File: src/hsv_color_histogram_classifier_macros.svh
// Assertion macros shared by the HSV color histogram classifier RTL.
`ifndef HSV_COLOR_HISTOGRAM_CLASSIFIER_MACROS_SVH
`define HSV_COLOR_HISTOGRAM_CLASSIFIER_MACROS_SVH

// Same-cycle implication, checked on clk and gated by rst_n.
`define HCH_ASSERT_NOW(label, ante, cons, msg) \
  label: assert property (@(posedge clk) disable iff (!rst_n) (ante) |-> (cons)) \
    else $error(msg);

// Next-cycle implication, checked on clk and gated by rst_n.
`define HCH_ASSERT_NEXT(label, ante, cons, msg) \
  label: assert property (@(posedge clk) disable iff (!rst_n) (ante) |=> (cons)) \
    else $error(msg);

`endif

File: src/hch_pkg.sv
// Package: constants, codes, control struct and helpers of the HSV color histogram classifier.
`timescale 1ns / 1ps
`default_nettype none
package hch_pkg;

  // Counter sizing and fixed levels
  localparam int COUNT_WIDTH     = 24;
  localparam int OUT_CNT_W       = 24;
  localparam int SHARE_W         = 17;
  localparam int CFG_W           = 17;
  localparam int CFG_IDX_W       = 3;
  localparam int PROD_W          = COUNT_WIDTH + SHARE_W;
  localparam int SCALED_W        = COUNT_WIDTH + 16;
  localparam int NUM_COLORS      = 9;
  localparam int COLOR_W         = 4;
  localparam int HALVES_W        = 5;
  localparam logic [7:0] LEVEL_LOW       = 8'd85;
  localparam logic [7:0] LEVEL_HIGH      = 8'd170;
  localparam logic [7:0] MAGENTA_HUE_MAX = 8'd169;

  // Color codes
  localparam logic [COLOR_W-1:0] COL_RED    = 4'd0;
  localparam logic [COLOR_W-1:0] COL_YELLOW = 4'd1;
  localparam logic [COLOR_W-1:0] COL_GREEN  = 4'd2;
  localparam logic [COLOR_W-1:0] COL_CYAN   = 4'd3;
  localparam logic [COLOR_W-1:0] COL_BLUE   = 4'd4;
  localparam logic [COLOR_W-1:0] COL_PURPLE = 4'd5;
  localparam logic [COLOR_W-1:0] COL_BLACK  = 4'd6;
  localparam logic [COLOR_W-1:0] COL_GRAY   = 4'd7;
  localparam logic [COLOR_W-1:0] COL_WHITE  = 4'd8;
  localparam logic [COLOR_W-1:0] COL_LAST   = COLOR_W'(NUM_COLORS - 1);

  // Brightness classes
  localparam logic [1:0] BR_DARK    = 2'd0;
  localparam logic [1:0] BR_NEUTRAL = 2'd1;
  localparam logic [1:0] BR_BRIGHT  = 2'd2;

  // Ranks
  localparam logic [1:0] RANK_NONE = 2'd0;
  localparam logic [1:0] RANK_SEC  = 2'd1;
  localparam logic [1:0] RANK_MAIN = 2'd2;

  // Configuration register indexes
  localparam logic [CFG_IDX_W-1:0] CFG_RED_LOW   = 3'd0;
  localparam logic [CFG_IDX_W-1:0] CFG_RED_HIGH  = 3'd1;
  localparam logic [CFG_IDX_W-1:0] CFG_YELLOW    = 3'd2;
  localparam logic [CFG_IDX_W-1:0] CFG_GREEN     = 3'd3;
  localparam logic [CFG_IDX_W-1:0] CFG_CYAN      = 3'd4;
  localparam logic [CFG_IDX_W-1:0] CFG_BLUE      = 3'd5;
  localparam logic [CFG_IDX_W-1:0] CFG_MAIN      = 3'd6;
  localparam logic [CFG_IDX_W-1:0] CFG_SECONDARY = 3'd7;

  // Commands from the controller to the datapath
  typedef struct packed {
    logic                 count;   // accept a pixel word
    logic                 calc;    // form products and brightness verdict
    logic                 report;  // emit one report word
    logic [COLOR_W-1:0]   idx;     // color being reported
    logic                 last;    // final report of the frame
  } hch_cmd_t;

  // Saturating increment
  function automatic logic [COUNT_WIDTH-1:0] sat_inc(input logic [COUNT_WIDTH-1:0] c);
    logic [COUNT_WIDTH-1:0] r;
    r = (c == {COUNT_WIDTH{1'b1}}) ? c : c + COUNT_WIDTH'(1);
    return r;
  endfunction

  // Counter value seen on a 24-bit output field
  function automatic logic [OUT_CNT_W-1:0] to_out(input logic [COUNT_WIDTH-1:0] c);
    logic [COUNT_WIDTH+OUT_CNT_W-1:0] t;
    t = {{OUT_CNT_W{1'b0}}, c};
    return t[OUT_CNT_W-1:0];
  endfunction

endpackage
`default_nettype wire

File: src/hch_ctrl.sv
// Controller: sequences pixel counting, product setup and the nine report words.
`timescale 1ns / 1ps
`default_nettype none
module hch_ctrl
  import hch_pkg::*;
(
  input  wire logic     clk,
  input  wire logic     rst_n,
  input  wire logic     start,
  input  wire logic     in_frame_end,
  output logic          busy,
  output hch_cmd_t      cmd
);

  typedef enum logic [2:0] {
    S_IDLE = 3'b001,
    S_CALC = 3'b010,
    S_RPT  = 3'b100
  } state_t;

  state_t               state_r, state_nxt;
  logic [COLOR_W-1:0]   idx_r, idx_nxt;
  logic                 accept;
  logic                 idx_last;

  assign accept   = start && (state_r == S_IDLE);
  assign idx_last = (idx_r == COL_LAST);

  // Next-state logic
  always_comb begin
    state_nxt = state_r;
    idx_nxt   = idx_r;
    unique case (state_r)
      S_IDLE: begin
        if (accept && in_frame_end) begin
          state_nxt = S_CALC;
        end
      end
      S_CALC: begin
        state_nxt = S_RPT;
        idx_nxt   = '0;
      end
      S_RPT: begin
        if (idx_last) begin
          state_nxt = S_IDLE;
        end else begin
          idx_nxt = idx_r + COLOR_W'(1);
        end
      end
      default: begin
        state_nxt = S_IDLE;
      end
    endcase
  end

  always_ff @(posedge clk) begin
    if (!rst_n) begin
      state_r <= S_IDLE;
      idx_r   <= '0;
    end else begin
      state_r <= state_nxt;
      idx_r   <= idx_nxt;
    end
  end

  // Command outputs
  assign busy       = (state_r != S_IDLE);
  assign cmd.count  = accept;
  assign cmd.calc   = (state_r == S_CALC);
  assign cmd.report = (state_r == S_RPT);
  assign cmd.idx    = idx_r;
  assign cmd.last   = (state_r == S_RPT) && idx_last;

endmodule
`default_nettype wire

File: src/hch_dp.sv
// Datapath: config registers, pixel classifier, saturating counters, rank logic, output word.
`timescale 1ns / 1ps
`default_nettype none
module hch_dp
  import hch_pkg::*;
(
  input  wire logic                    clk,
  input  wire logic                    rst_n,
  input  wire hch_cmd_t                cmd,
  input  wire logic                    cfg_we,
  input  wire logic [CFG_IDX_W-1:0]    cfg_index,
  input  wire logic [CFG_W-1:0]        cfg_data,
  input  wire logic [7:0]              in_hue,
  input  wire logic [7:0]              in_saturation,
  input  wire logic [7:0]              in_value,
  output logic                         out_valid,
  output logic [COLOR_W-1:0]           out_color_index,
  output logic [OUT_CNT_W-1:0]         out_color_count,
  output logic [1:0]                   out_rank,
  output logic [1:0]                   out_brightness,
  output logic [HALVES_W-1:0]          out_complexity_halves,
  output logic [OUT_CNT_W-1:0]         out_total_pixels,
  output logic [OUT_CNT_W-1:0]         out_bad_pixels,
  output logic                         out_report_last
);

  // Configuration registers
  logic [7:0]         red_low_r, red_high_r, yellow_r, green_r, cyan_r, blue_r;
  logic [SHARE_W-1:0] main_share_r, sec_share_r;

  always_ff @(posedge clk) begin
    if (!rst_n) begin
      red_low_r    <= 8'd170;
      red_high_r   <= 8'd10;
      yellow_r     <= 8'd35;
      green_r      <= 8'd85;
      cyan_r       <= 8'd100;
      blue_r       <= 8'd130;
      main_share_r <= SHARE_W'(13107);
      sec_share_r  <= SHARE_W'(3277);
    end else if (cfg_we) begin
      unique case (cfg_index)
        CFG_RED_LOW:   red_low_r    <= cfg_data[7:0];
        CFG_RED_HIGH:  red_high_r   <= cfg_data[7:0];
        CFG_YELLOW:    yellow_r     <= cfg_data[7:0];
        CFG_GREEN:     green_r      <= cfg_data[7:0];
        CFG_CYAN:      cyan_r       <= cfg_data[7:0];
        CFG_BLUE:      blue_r       <= cfg_data[7:0];
        CFG_MAIN:      main_share_r <= cfg_data[SHARE_W-1:0];
        CFG_SECONDARY: sec_share_r  <= cfg_data[SHARE_W-1:0];
        default: ;
      endcase
    end
  end

  // Pixel classification
  logic               col_hit;
  logic [COLOR_W-1:0] col_code;
  logic               bad_hit;
  logic [1:0]         br_code;

  always_comb begin
    col_hit  = 1'b1;
    bad_hit  = 1'b0;
    col_code = COL_BLACK;
    br_code  = BR_DARK;
    if (in_value <= LEVEL_LOW) begin
      col_code = COL_BLACK;
      br_code  = BR_DARK;
    end else begin
      br_code = (in_value <= LEVEL_HIGH) ? BR_NEUTRAL : BR_BRIGHT;
      if (in_saturation <= LEVEL_LOW) begin
        col_code = (in_value <= LEVEL_HIGH) ? COL_GRAY : COL_WHITE;
      end else if (in_hue >= red_low_r || in_hue <= red_high_r) begin
        col_code = COL_RED;
      end else if (in_hue <= yellow_r) begin
        col_code = COL_YELLOW;
      end else if (in_hue <= green_r) begin
        col_code = COL_GREEN;
      end else if (in_hue <= cyan_r) begin
        col_code = COL_CYAN;
      end else if (in_hue <= blue_r) begin
        col_code = COL_BLUE;
      end else if (in_hue <= MAGENTA_HUE_MAX) begin
        col_code = COL_PURPLE;
      end else begin
        col_hit = 1'b0;
        bad_hit = 1'b1;
      end
    end
  end

  // Histogram counters; cleared after the final report word
  logic [COUNT_WIDTH-1:0] color_cnt_r [NUM_COLORS];
  logic [COUNT_WIDTH-1:0] bright_cnt_r [3];
  logic [COUNT_WIDTH-1:0] pix_cnt_r;
  logic [COUNT_WIDTH-1:0] bad_cnt_r;

  always_ff @(posedge clk) begin
    if (!rst_n || cmd.last) begin
      for (int i = 0; i < NUM_COLORS; i++) begin
        color_cnt_r[i] <= '0;
      end
      for (int j = 0; j < 3; j++) begin
        bright_cnt_r[j] <= '0;
      end
      pix_cnt_r <= '0;
      bad_cnt_r <= '0;
    end else if (cmd.count) begin
      if (col_hit) begin
        color_cnt_r[col_code] <= sat_inc(color_cnt_r[col_code]);
      end
      if (bad_hit) begin
        bad_cnt_r <= sat_inc(bad_cnt_r);
      end
      bright_cnt_r[br_code] <= sat_inc(bright_cnt_r[br_code]);
      pix_cnt_r <= sat_inc(pix_cnt_r);
    end
  end

  // Threshold products and brightness verdict, formed once per frame
  logic [PROD_W-1:0] prod_main_r, prod_sec_r;
  logic [1:0]        verdict_r;
  logic [1:0]        verdict_nxt;

  always_comb begin
    if (bright_cnt_r[BR_NEUTRAL] < bright_cnt_r[BR_DARK] &&
        bright_cnt_r[BR_BRIGHT] < bright_cnt_r[BR_DARK]) begin
      verdict_nxt = BR_DARK;
    end else if (bright_cnt_r[BR_BRIGHT] < bright_cnt_r[BR_NEUTRAL]) begin
      verdict_nxt = BR_NEUTRAL;
    end else begin
      verdict_nxt = BR_BRIGHT;
    end
  end

  always_ff @(posedge clk) begin
    if (cmd.calc) begin
      prod_main_r <= PROD_W'(main_share_r) * PROD_W'(pix_cnt_r);
      prod_sec_r  <= PROD_W'(sec_share_r) * PROD_W'(pix_cnt_r);
      verdict_r   <= verdict_nxt;
    end
  end

  // Rank of the color under report
  logic [COUNT_WIDTH-1:0] cur_cnt;
  logic [PROD_W-1:0]      scaled;
  logic [1:0]             rank_nxt;
  logic [HALVES_W-1:0]    halves_r, halves_nxt;

  assign cur_cnt = color_cnt_r[cmd.idx];
  assign scaled  = PROD_W'({cur_cnt, 16'h0000});

  always_comb begin
    if (scaled >= prod_main_r) begin
      rank_nxt = RANK_MAIN;
    end else if (scaled >= prod_sec_r) begin
      rank_nxt = RANK_SEC;
    end else begin
      rank_nxt = RANK_NONE;
    end
    halves_nxt = halves_r + HALVES_W'(rank_nxt);
  end

  always_ff @(posedge clk) begin
    if (cmd.calc) begin
      halves_r <= '0;
    end else if (cmd.report) begin
      halves_r <= halves_nxt;
    end
  end

  // Output word register
  logic                 out_valid_r;
  logic [COLOR_W-1:0]   out_idx_r;
  logic [OUT_CNT_W-1:0] out_cnt_r, out_tot_r, out_bad_r;
  logic [1:0]           out_rank_r, out_br_r;
  logic [HALVES_W-1:0]  out_halves_r;
  logic                 out_last_r;

  always_ff @(posedge clk) begin
    if (!rst_n) begin
      out_valid_r <= 1'b0;
    end else begin
      out_valid_r <= cmd.report;
    end
  end

  always_ff @(posedge clk) begin
    if (cmd.report) begin
      out_idx_r    <= cmd.idx;
      out_cnt_r    <= to_out(cur_cnt);
      out_rank_r   <= rank_nxt;
      out_br_r     <= verdict_r;
      out_halves_r <= halves_nxt;
      out_tot_r    <= to_out(pix_cnt_r);
      out_bad_r    <= to_out(bad_cnt_r);
      out_last_r   <= cmd.last;
    end
  end

  assign out_valid             = out_valid_r;
  assign out_color_index       = out_idx_r;
  assign out_color_count       = out_cnt_r;
  assign out_rank              = out_rank_r;
  assign out_brightness        = out_br_r;
  assign out_complexity_halves = out_halves_r;
  assign out_total_pixels      = out_tot_r;
  assign out_bad_pixels        = out_bad_r;
  assign out_report_last       = out_last_r;

endmodule
`default_nettype wire

File: src/hsv_color_histogram_classifier.sv
// Top level of the HSV color histogram classifier: controller, datapath and checks.
//
//   channel  ports                               handshake
//   -------  ----------------------------------  ---------------------------------
//   pixel    in_hue/saturation/value/frame_end   taken when start && !busy
//   report   out_* fields                        out_valid, one cycle per word
//   config   cfg_we, cfg_index, cfg_data         taken when cfg_we, no wait
//
// A pixel without frame_end leaves busy low, so pixels can arrive every
// cycle. The frame_end pixel raises busy, which stays high while the
// controller forms the two share products (17x24 multipliers) and then walks
// the nine color counters. Report words leave through the output register,
// one per cycle. The receiver cannot stall. Reset clears all counters at once.
`timescale 1ns / 1ps
`default_nettype none
`include "hsv_color_histogram_classifier_macros.svh"
module hsv_color_histogram_classifier
  import hch_pkg::*;
(
  input  wire logic                  clk,
  input  wire logic                  rst_n,
  input  wire logic                  start,
  output logic                       busy,
  input  wire logic [7:0]            in_hue,
  input  wire logic [7:0]            in_saturation,
  input  wire logic [7:0]            in_value,
  input  wire logic                  in_frame_end,
  output logic                       out_valid,
  output logic [COLOR_W-1:0]         out_color_index,
  output logic [OUT_CNT_W-1:0]       out_color_count,
  output logic [1:0]                 out_rank,
  output logic [1:0]                 out_brightness,
  output logic [HALVES_W-1:0]        out_complexity_halves,
  output logic [OUT_CNT_W-1:0]       out_total_pixels,
  output logic [OUT_CNT_W-1:0]       out_bad_pixels,
  output logic                       out_report_last,
  input  wire logic                  cfg_we,
  input  wire logic [CFG_IDX_W-1:0]  cfg_index,
  input  wire logic [CFG_W-1:0]      cfg_data
);

  hch_cmd_t cmd;

  hch_ctrl u_ctrl (
    .clk          (clk),
    .rst_n        (rst_n),
    .start        (start),
    .in_frame_end (in_frame_end),
    .busy         (busy),
    .cmd          (cmd)
  );

  hch_dp u_dp (
    .clk                   (clk),
    .rst_n                 (rst_n),
    .cmd                   (cmd),
    .cfg_we                (cfg_we),
    .cfg_index             (cfg_index),
    .cfg_data              (cfg_data),
    .in_hue                (in_hue),
    .in_saturation         (in_saturation),
    .in_value              (in_value),
    .out_valid             (out_valid),
    .out_color_index       (out_color_index),
    .out_color_count       (out_color_count),
    .out_rank              (out_rank),
    .out_brightness        (out_brightness),
    .out_complexity_halves (out_complexity_halves),
    .out_total_pixels      (out_total_pixels),
    .out_bad_pixels        (out_bad_pixels),
    .out_report_last       (out_report_last)
  );

  // Checks
  `HCH_ASSERT_NEXT(a_frame_end_busy, start && !busy && in_frame_end, busy, "frame end did not start reports")
  `HCH_ASSERT_NOW(a_last_idle, out_valid && out_report_last, !busy, "controller busy after last report")
  `HCH_ASSERT_NOW(a_idle_only_last, !busy && out_valid, out_report_last, "report word while idle")
  `HCH_ASSERT_NEXT(a_idx_step, out_valid && !out_report_last, out_valid && (out_color_index == COLOR_W'($past(out_color_index) + 1)), "report words not consecutive")

endmodule
`default_nettype wire

File: config.mk
export PLATFORM = sky130hd
export DESIGN_NAME = hsv_color_histogram_classifier
export DESIGN_NICKNAME = d
export VERILOG_FILES = /design/src/hch_pkg.sv /design/src/hch_ctrl.sv /design/src/hch_dp.sv /design/src/hsv_color_histogram_classifier.sv
export VERILOG_INCLUDE_DIRS = /design/src /design/src/src
export SDC_FILE = /design/constraint.sdc
export NUM_CORES = 2
export LEC_CHECK = 0
export ABC_AREA = 1
export BUFFER_PORTS_ARGS = -buffer_cell sky130_fd_sc_hd__buf_2
export CORE_MARGIN = 3
export CORE_UTILIZATION = 60
export DETAILED_ROUTE_END_ITERATION = 12
export GPL_TIMING_DRIVEN = 0
export PLACE_DENSITY = 0.77
export REMOVE_ABC_BUFFERS = 1
export SLEW_MARGIN = 30
export SYNTH_ARGS = -nofsm -noshare
export SYNTH_HDL_FRONTEND = slang
export SYNTH_SLANG_ARGS = --single-unit
File: constraint.sdc
create_clock -name clk -period 11.25 [get_ports clk]
set_input_delay 0.5625 -clock clk [delete_from_list [all_inputs] [get_ports clk]]
set_output_delay 0.5625 -clock clk [all_outputs]
set_load 0.005 [all_outputs]
==> flow_summary.yaml <==
pwr:
  power.switching_w: 0.002130
  sequentialPowerShare_pct: 46.2
  clockPowerShare_pct: 39.1
  combPwrFrac_pct: 14.7
  p_leak_nw: 36.29
  internal_power_w: 0.005334
  power_switching_share_pct: 28.54
  ir_drop_v: 0.0001205
  power_density_mw_per_mm2: 103.6
clock_network:
  htreeDepth: 3
  cts.sinks: 773
  numCtsBuffers: 87
  cts_resized: 0
  holdBufCountCts: 0
  cts-root-buf: "clkbuf_16"
  tritoncts: "built"
  cts_buffer_depth: 3
  clk_latency_ps: 690
  post-cts-setup-buffers: 0
  clk_pin_slew_ps: 60
logic_synthesis:
  synth.top_cell.area_share_pct: 28.48
  synthTopCellsByArea: "edfxtp_1 28%, fa_1 20%, inv_1 10%"
  synth_edf_count: 626
  yosysUniqueCellTypes: 62
  syn_avg_cell_area_um2: 8.582
  syn_inst: 7692
  synth_top_area_cell: "edfxtp_1"
  synth_seq_area_share_pct: 32.94
  ys.flop_type: "edfxtp_1"
  async_flop_share_pct: 0
  syn-cell-area_mm2: 0.06601
  yosysWarnings: 0
  ys_ff_latch: 773
global_routing:
  grt_antenna_before_repair: 3
  grt_overflow_total: 0
  grt_max_degree: 67
  grt_pass1_vias: 53506
  grt_pass1_wl_mm: 277.8
  grt_usage_pct: 31.05
finish:
  final_layout_size_suffix_gt1_share_pct: 6.603
  regArea_mm2: 0.02186
  syn_to_final_growth_pct: 9.189
  nFillCells: 8621
  fin_cells: 9263
  finalInstanceArea_mm2: 0.07208
  fin_util_pct: 66.12
  fin_nets: 8882
  multi_input_area_mm2: 0.03661
  layout_commonest_cell: "inv_1"
  mostFrequentLayoutCells: "1,802 x inv_1, 1,668 x nand2_1, 659 x fa_1"
worst_setup_path:
  cp_max_fo: 23
  cp.arrival_ps: 8100
  reg2reg_slack_ps: 3560
  r2r_cells: 27
  worstReg2RegEnd: "u_dp.prod_sec_r[38]"
  critPathKind: "register to register"
  start_kind: "register"
  timing.rr.start: "u_dp.pix_cnt_r[3]"
  required_ps: 11670
  critPathCaptureType: "register"
routing:
  via_per_inst: 5.643
  dr.pass1.iters: 7
  avgRoutedWirePerCell_um: 18.89
  wl_mm: 175.0
  drc: 0
  via_count: 52272
  final_antenna_net_count: 0
  drt_iter0_drc: 4804
placement:
  portBuffers: 135
  dp_hpwl_mm: 123.7
  place_area_mm2: 0.06911
  dpl.cell_count: 9096
  gp_congestion: 0.9265
floorplanning:
  initial_core_util_pct: 60.56
  num_rows: 121
  die_h_um: 337.7
  die_width_um: 337.7
  io_pins: 137
  die-area_mm2: 0.1140
  core-area_mm2: 0.1090
timing:
  finalHoldViolCount: 0
  rsz0062_at_grt: "false"
  tightest_slew_ps: 952.3
  report.final.slew_viol_count: 0
  period_share_pct: 68.33
  period_minus_slack_ps: 7687
  max_freq_mhz: 130.1
  skew_ps: 41.81
  setup_viol: 0
  relSlewSlack_pct: 36.29
job:
  cap_violations: 0
run_status:
  status: "finished clean"
worst_hold_path:
  holdCritPathClass: "input port to register"
  hold_depth: 3
  hp-start: "in_frame_end"
  min_to: "u_ctrl.state_r[1]"
[synth_stat cells (39+ instances only)]
master    instances
edfxtp_1        626
nor3_1           41
inv_1          1807
o21ai_0         250
buf_1            80
fa_1            659
a21oi_1         308
xnor2_1          39
nor2_1          401
clkbuf_1        248
nand3_1         363
xor2_1           74
nand2_1        1682
dfxtp_1         147
o211ai_1        112
mux2i_1          77
ha_1            403
nand4_1          78
[metrics by stage]
stage / setup WS, ps / power, W / hold WS (ps) / TNS [ps]
after detailed placement: 3616 / 0.004568 / 406.6 / 0
after global routing: 3242 / 0.007721 / 155.7 / 0
after CTS: 3587 / 0.007469 / 106.2 / 0
after global placement: -9296 / 0.004456 / 401.6 / -4497760
final: 3563 / 0.007464 / 139.9 / 0
after floorplan: 461.7 / 0.004126 / 400.3 / 0
[metal layers]
layer	track usage [%]	wire length [um]	share of wire (%)
met1	38.25	63900	37
met2	52.19	83190	48
met3	6.426	18820	11
met4	15.26	9043	5.2
met5	0	13	0.0074
[state kept, by name, summed over array words and instances (netlist names), 4 cells and up, named ones only]
name                        flops
u_dp.main_share_r              17
u_dp.bad_cnt_r                 24
u_dp.green_r                    8
u_dp.pix_cnt_r                 24
u_dp.prod_main_r               41
u_dp.sec_share_r               17
u_dp.red_low_r                  8
u_dp.out_complexity_halves      5
u_dp.blue_r                     8
u_dp.out_color_index            4
u_dp.out_color_count           24
u_dp.out_bad_pixels            24
u_dp.prod_sec_r                41
u_dp.out_total_pixels          24
u_dp.color_cnt_r              384
u_ctrl.idx_r                    4
u_dp.cyan_r                     8
u_dp.red_high_r                 8
u_dp.bright_cnt_r              72
u_dp.halves_r                   5
u_dp.yellow_r                   8
[final cells by class]
type	instances	area share, %
well taps	1414	2.455
flip-flops and latches	773	30.33
clock buffers	104	3.123
clock inverters	59	0.9582
inverters	1821	9.496
repair buffers	207	2.830
multi-input cells	4881	50.79
diodes	4	0.01389
[worst max-delay path by stage]
stage	from	to	slack, ps
after global routing	u_dp.sec_share_r[2]	u_dp.prod_sec_r[37]	3240
final	u_dp.pix_cnt_r[3]	u_dp.prod_sec_r[38]	3560
after detailed placement	u_dp.pix_cnt_r[3]	u_dp.prod_sec_r[38]	3620
after floorplan	register	u_dp.halves_r[2]	460
after CTS	u_dp.pix_cnt_r[3]	u_dp.prod_sec_r[38]	3590
after global placement	u_ctrl.state_r[2]	u_dp.color_cnt_r[6][6]	-9300
[critical path: stages (launching register included)]
cell and delay [ps]:
dfxtp_2 750, buf_16 240, nand2_1 100, fa_1 550
fa_1 500, inv_1 40, ha_1 180, fa_1 480
inv_1 50, fa_1 490, fa_1 490, inv_1 40
ha_1 330, inv_1 90, nor3_1 230, nor2_1 110
o21ai_0 270, a21boi_0 190, o21ai_0 460, a21oi_1 230
o21bai_1 350, a21boi_0 230, o21ai_0 380, a21boi_0 220
nor2_1 190, nand2_1 100, nand3_1 80, nand2_1 50
[cells by family after synthesis]
group | share of synthesized area (%)
adder cells (fa/ha/maj) | 27.62
multiplexers | 1.168
flip-flops | 32.94
XOR/XNOR | 1.499
AO/OA/AOI/OAI | 7.007
buffers and inverters | 12.81
other | 0.005681
AND/OR/NAND/NOR | 16.95
[power by group through the flow]
stage / Clock, W / Combinational [W] / Sequential [W]
after floorplan: 0 / 0.000666 / 0.00346
after global placement: 0 / 0.000956 / 0.00350
after detailed placement: 0 / 0.00107 / 0.00350
after CTS: 0.00295 / 0.00108 / 0.00344
after global routing: 0.00305 / 0.00121 / 0.00346
final: 0.00292 / 0.00110 / 0.00345
(Power assumes the default switching activity.)
